===== config.mk =====
export PLATFORM = sky130hd
export DESIGN_NAME = lbs_ctrl
export DESIGN_NICKNAME = d
export VERILOG_FILES = /design/src/sv/linear_blend_skinning_core_assert.svh /design/src/sv/lbs_pkg.sv /design/src/sv/lbs_ctrl.sv
export SDC_FILE = /design/constraint.sdc
export NUM_CORES = 1
export LEC_CHECK = 0
export BUFFER_PORTS_ARGS = -buffer_cell sky130_fd_sc_hd__clkbuf_2
export CAP_MARGIN = 0
export CORE_UTILIZATION = 45
export CTS_CLUSTER_DIAMETER = 100
export DETAILED_ROUTE_END_ITERATION = 8
export PLACE_DENSITY_LB_ADDON = 0.15
export SLEW_MARGIN = 10
export SYNTH_ARGS = -nofsm -noshare
export SYNTH_HDL_FRONTEND = slang
export SYNTH_SLANG_ARGS = --single-unit

===== constraint.sdc =====
create_clock -name clk -period 2.6 [get_ports clk]
set_clock_uncertainty 0.15 [all_clocks]
set_input_delay 0.13 -clock clk [delete_from_list [all_inputs] [get_ports clk]]
set_output_delay 0.13 -clock clk [all_outputs]
set_load 0.02 [all_outputs]

===== src/sv/linear_blend_skinning_core_assert.svh =====
// Assertion macros for the linear blend skinning core.
// Include from any RTL file that asserts; no other dependencies.
`ifndef LINEAR_BLEND_SKINNING_CORE_ASSERT_SVH
`define LINEAR_BLEND_SKINNING_CORE_ASSERT_SVH

// Same-cycle implication, disabled while reset is low.
`define LBS_ASSERT_IMP(label, clk, rst_n, ante, cons, msg) \
  label: assert property (@(posedge clk) disable iff (!rst_n) (ante) |-> (cons)) \
    else $error(msg);

// Next-cycle implication, disabled while reset is low.
`define LBS_ASSERT_NXT(label, clk, rst_n, ante, cons, msg) \
  label: assert property (@(posedge clk) disable iff (!rst_n) (ante) |=> (cons)) \
    else $error(msg);

`endif


===== src/sv/lbs_pkg.sv =====
// Shared codes and controller/datapath interface types for the skinning core.
// No dependencies.
`default_nettype none

package lbs_pkg;

  localparam logic [2:0] KIND_LOAD_BASE = 3'd0;
  localparam logic [2:0] KIND_LOAD_BONE = 3'd1;
  localparam logic [2:0] KIND_CLEAR     = 3'd2;
  localparam logic [2:0] KIND_WEIGHT    = 3'd3;
  localparam logic [2:0] KIND_READ      = 3'd4;

  localparam logic [1:0] ATTR_POSITION = 2'd0;
  localparam logic [1:0] ROW_BASE_POS  = 2'd3;

  localparam logic [1:0] CFG_ENABLED   = 2'd0;
  localparam logic [1:0] CFG_THRESHOLD = 2'd1;

  // controller -> datapath
  typedef struct packed {
    logic       latch;     // capture vertex and weight of the accepted beat
    logic       base_we;   // write base vector row from the input beat
    logic       bone_we;   // write bone row from the input beat
    logic       acc_clr;   // zero one accumulator row, advance sweep
    logic       issue_w;   // launch one attribute into the weight pipeline
    logic       issue_r;   // read one accumulator row for read-out
    logic [1:0] attr;      // attribute of the issue or output load
    logic       out_load;  // load the output register from the read row
    logic       out_last;  // final result of this read-out
  } cmd_t;

  // datapath -> controller
  typedef struct packed {
    logic       in_range;
    logic       wt_pass;
    logic [3:0] enabled;
    logic       pipe_busy;
    logic       out_free;
    logic       clr_last;
  } sts_t;

endpackage

`default_nettype wire


===== src/sv/lbs_ctrl.sv =====
// Sequencer for the skinning core: decodes beats, walks enabled attributes.
// Depends on lbs_pkg.
`default_nettype none

module lbs_ctrl (
  input  wire logic          clk,
  input  wire logic          rst_n,
  input  wire logic          in_valid,
  input  wire logic [2:0]    in_kind,
  output logic               in_ready,
  input  wire lbs_pkg::sts_t sts,
  output lbs_pkg::cmd_t      cmd
);

  typedef enum logic [5:0] {
    S_IDLE   = 6'b000001,
    S_WISSUE = 6'b000010,
    S_WDRAIN = 6'b000100,
    S_RISSUE = 6'b001000,
    S_RWAIT  = 6'b010000,
    S_CLEAR  = 6'b100000
  } state_t;

  state_t     state_r, state_nxt;
  logic [3:0] mask_r, mask_nxt;
  logic [1:0] attr_r, attr_nxt;
  logic [1:0] low_attr;
  logic [3:0] mask_drop;

  function automatic logic [1:0] lowest(input logic [3:0] m);
    logic [1:0] a;
    a = 2'd3;
    if (m[2]) a = 2'd2;
    if (m[1]) a = 2'd1;
    if (m[0]) a = 2'd0;
    return a;
  endfunction

  assign low_attr  = lowest(mask_r);
  assign in_ready  = (state_r == S_IDLE);

  always_comb begin
    mask_drop = mask_r;
    mask_drop[low_attr] = 1'b0;
  end

  always_comb begin
    state_nxt = state_r;
    mask_nxt  = mask_r;
    attr_nxt  = attr_r;
    cmd       = '0;
    case (state_r)
      S_IDLE: begin
        if (in_valid) begin
          cmd.latch = 1'b1;
          case (in_kind)
            lbs_pkg::KIND_LOAD_BASE: cmd.base_we = sts.in_range;
            lbs_pkg::KIND_LOAD_BONE: cmd.bone_we = 1'b1;
            lbs_pkg::KIND_CLEAR:     state_nxt = S_CLEAR;
            lbs_pkg::KIND_WEIGHT: begin
              if (sts.in_range && sts.wt_pass && (sts.enabled != 4'd0)) begin
                mask_nxt  = sts.enabled;
                state_nxt = S_WISSUE;
              end
            end
            lbs_pkg::KIND_READ: begin
              if (sts.in_range && (sts.enabled != 4'd0)) begin
                mask_nxt  = sts.enabled;
                state_nxt = S_RISSUE;
              end
            end
            default: ;
          endcase
        end
      end
      S_WISSUE: begin
        cmd.issue_w = 1'b1;
        cmd.attr    = low_attr;
        mask_nxt    = mask_drop;
        if (mask_drop == 4'd0) state_nxt = S_WDRAIN;
      end
      S_WDRAIN: begin
        if (!sts.pipe_busy) state_nxt = S_IDLE;
      end
      S_RISSUE: begin
        cmd.issue_r = 1'b1;
        cmd.attr    = low_attr;
        attr_nxt    = low_attr;
        state_nxt   = S_RWAIT;
      end
      S_RWAIT: begin
        cmd.attr = attr_r;
        if (sts.out_free) begin
          cmd.out_load = 1'b1;
          cmd.out_last = (mask_drop == 4'd0);
          mask_nxt     = mask_drop;
          state_nxt    = (mask_drop == 4'd0) ? S_IDLE : S_RISSUE;
        end
      end
      S_CLEAR: begin
        cmd.acc_clr = 1'b1;
        if (sts.clr_last) state_nxt = S_IDLE;
      end
      default: state_nxt = S_IDLE;
    endcase
  end

  always_ff @(posedge clk) begin
    if (!rst_n) begin
      state_r <= S_IDLE;
      mask_r  <= 4'd0;
      attr_r  <= 2'd0;
    end else begin
      state_r <= state_nxt;
      mask_r  <= mask_nxt;
      attr_r  <= attr_nxt;
    end
  end

endmodule

`default_nettype wire


[Word level (Yosys, flattened, before mapping)]
Cells that the tools add are included.
Word-level totals
  input port bits: 15
  output and inout port bits: 11
  register bits after elaboration: 12
Operators by class
  reduce and logical (&&, ||, !) cells: 11
  muxes and demuxes: 31
  eq/ne operators: 19
  $lt $le $gt $ge: 2
  bitwise logic cells: 2
Operator list (count)
  6-bit 2-to-1 mux: 7
  6-bit case mux with 6 select lines: 1
  4-bit 2-to-1 mux: 5
  6-bit case mux with 3 select lines: 1
  4-bit case mux with 3 select lines: 1
  2-bit != test (second input constant): 5
  2-bit 2-to-1 mux: 4
  4-bit case mux with 2 select lines: 1
  8-bit AND reduction: 1
  1-bit 2-to-1 mux: 7
  3-bit by 2-bit equality test with 1-bit output (second input constant): 2
  6-bit by 1-bit equality test with 1-bit output (second input constant): 1
  6-bit by 2-bit equality test with 1-bit output (second input constant): 1
  6-bit by 3-bit equality test with 1-bit output (second input constant): 1
  6-bit by 4-bit equality test with 1-bit output (second input constant): 1
  6-bit by 5-bit equality test with 1-bit output (second input constant): 1
  6-bit equality test (second input constant): 1
  3-bit 2-to-1 mux: 2
  3-bit != test (second input constant): 2
  6-bit AND reduction: 1
  4-bit AND: 1
  1-bit logical AND: 4
  4-bit logical NOT: 1
  4-bit by 1-bit != test with 1-bit output (second input constant): 1
  12 further kinds: 12

[Depth between registers and ports, before layout]
  depth in word-level cells: 13
  mapped depth: 7
  mapped depth without buffers: 5

[Least setup slack after synthesis]
OpenSTA, ideal clock, no wires.
  path kind: register -> output
  start point: register state_r[1]
  end point: output port cmd[7] in the netlist's numbering
  stages on the path, launching flop included: 5
  setup slack: 0.168 ns
  arrival: 2.152 ns
  cells stage by stage: dfxtp_1 buf_6 or4_4 or3_4 nor4b_1
RTL lines
  from (decl): RTL line lbs_ctrl.sv:24  | state_t state_r, state_nxt;
  from (signal assigned): RTL line lbs_ctrl.sv:114  | state_r <= state_nxt;
  to (decl): RTL line lbs_ctrl.sv:12  | output lbs_pkg::cmd_t cmd

==> results.toml <==
[outcome]
outcome = "finished, final reports clean"

[timing]
timing.final.crit_share_pct = 96.3
slew_headroom_pct = 60.1
hold_viol = 0
rsz0062_at_grt = "no"
setup_viol = 0
holdWs_ns = 0.0197
worst_slew_pin_slew_ns = 0.597
fmax_mhz = 399
period_needed_ns = 2.50
tns_ns = 0
final_max_slew_viol_count = 0

[pwr]
p_comb_share_pct = 23.0
power_mw = 0.450
power.density_nw_per_um2 = 394
power.share.sequential_pct = 43.5
intPower_mw = 0.320
pwr-share-clk_pct = 33.4
netSwitchingFraction_pct = 28.9
p_sw_mw = 0.130
cellLeakagePower_nw = 0.469
irDropWorstVdd_uv = 372

[die]
die_y_um = 46.9
num_rows = 15
start_util_pct = 50.3
core_area_um2 = 1800
fp.dieW_um = 46.9
ios = 26
dieArea_um2 = 2200

[grt]
gr-usage-all-layers_pct = 24.4
antenna_found_initial = 0
overflow = 0
grt_pass1_wl_um = 3860
grt_pass1_vias = 870
grt_max_degree = 11

[cells_and_area]
drive_gt1_share_pct = 25.7
diodes = 0
final_cell_mix = "25 x clkbuf_2, 19 x nor2_1, 12 x dfxtp_1, 7 x a21oi_1, 6 x nand2_1"
syn_to_final_growth_pct = 26.1
nNetsFinal = 164
stdcell_area_um2 = 1140
layout_commonest_cell = "clkbuf_2"

[clocking]
clockBufferDepth = 2
cts-root-buf = "clkbuf_4"
cts_setup_buffers = 0
clk_latency_ns = 0.28
cts_buffers = 3
clkTransAtPathRegs_ns = 0.08
clock_sinks = 12
cts_tree = "done"
htree_levels = 1

[drt]
ant_nets = 0
firstDrtPassIters = 4
wirelength_um = 2320
detail_route.wl_per_cell_um = 13.4
drc = 0
via_per_inst = 5.71
vias = 987
drt_iter0_drc = 15

[critical_path]
path_class = "reg2out"
cp.arrival_ns = 2.22
start_kind = "flop"
crit_fanout = 9
end_kind = "output port"
crit_required_ns = 2.32
r2r_cells = 5

[synth]
synth_area_per_cell_um2 = 7.82
synth_warnings = 0
yosysTopAreaCellShare_pct = 26.5
async_flop_share_pct = 0
ys_seq_elements = 12
synth_cell_types = 46
syn_nets = 131
yosysSeqAreaShare_pct = 26.5
synth_ff_type = "dfxtp_1"
yosysTopAreaCell = "dfxtp_1"
syn-cell-area_um2 = 907
synth-edff-count = 0
synthTopCellsByArea = "dfxtp_1 26%, nor2_1 7.9%, nor4_4 4.7%"
synthCells = 116

[placed_design]
dp_hpwl_um = 1780
io_buffers = 25
gp_congestion = 0.845
placed_area_um2 = 1050

[worst_hold_path]
hold_class = "in2reg"
min_delay_path_depth = 3

[job]
maxCapViolCount = 0
==> cell families after synthesis <==
kind of cell	Yosys count	share of synthesized area, %
compound gates	25	19.0
buf+inv	9	4.69
simple gates	65	44.6
mux	2	2.21
flops	12	26.5
xor+xnor	2	1.93
fa+ha+maj	1	1.10
==> Yosys cell counts (all sizes together), types with 2 or more instances <==
| cell type | number |
|---|---|
| inv | 5 |
| nor2 | 19 |
| nor4 | 5 |
| o21ai | 3 |
| nand3 | 2 |
| mux2i | 2 |
| or3 | 6 |
| buf | 2 |
| nor3b | 3 |
| o31ai | 3 |
| xnor2 | 2 |
| nand2 | 6 |
| nor3 | 4 |
| a22oi | 2 |
| or2 | 2 |
| nor2b | 4 |
| dfxtp | 12 |
| a21oi | 7 |
| a31oi | 2 |
| and3b | 3 |
==> path summary, 6_finish.rpt <==
check | slack, ns | startpoint | endpoint
setup / recovery | 0.1 | state_r[1] | cmd[8]
hold / removal | 0.02 | sts[0] | state_r[5]
setup reg to reg | 0.23 | state_r[1] | state_r[2]
hold reg to reg | 0.35 | mask_r[3] | mask_r[3]
==> power by group through the flow <==
stage / logic (mW) / clock network (mW) / registers, mW
2_1_floorplan: 0.0673 / 0 / 0.198
3_3_place_gp: 0.0943 / 0 / 0.200
3_5_place_dp: 0.0959 / 0 / 0.201
4_1_cts: 0.103 / 0.151 / 0.196
5_1_grt: 0.115 / 0.162 / 0.198
6_report: 0.104 / 0.151 / 0.196
==> stage by stage <==
step | setup WS (ns) | utilization, % | instances
after CTS | 0.101 | 63.1 | 173
after floorplan | 0.168 | - | 116
after global routing | 0.0492 | 63.5 | 173
after detailed placement | 0.217 | 58.3 | 164
after global placement | 0.307 | 58.3 | 164
final | 0.0955 | 63.5 | 173
==> state kept, by name (all words and copies together) (netlist names) <==
signal / count
state_r: 6
mask_r: 4
attr_r: 2
==> cell type report <==
class / instances / area, um2
Fill cell: 175 / 658
Multi-Input combinational cell: 95 / 631
Sequential cell: 12 / 240
Timing Repair Buffer: 31 / 183
Clock buffer: 4 / 36.3
Tap cell: 25 / 31.3
Inverter: 6 / 22.5
==> critical path, stage by stage, from the launching register on <==
cell and delay, ns:
dfxtp_1 0.40, or4_4 0.62, or3_4 0.43, nor4_1 0.27, clkbuf_2 0.22
==> what timing repair did <==
item                       4_1_cts  5_1_grt
gates resized for setup          0        1
hold endpoints to repair         4        0
setup endpoints to repair        0        1
hold buffers                     5        0
==> routing by layer <==
metal	wire length [um]	GRT usage (%)	share of wire, %
met5	0	0	0
met4	0	2.86	0
met2	1130	40.3	49
met1	1080	32.7	46
met3	109	6.92	4.7
(Power assumes the default switching activity.)
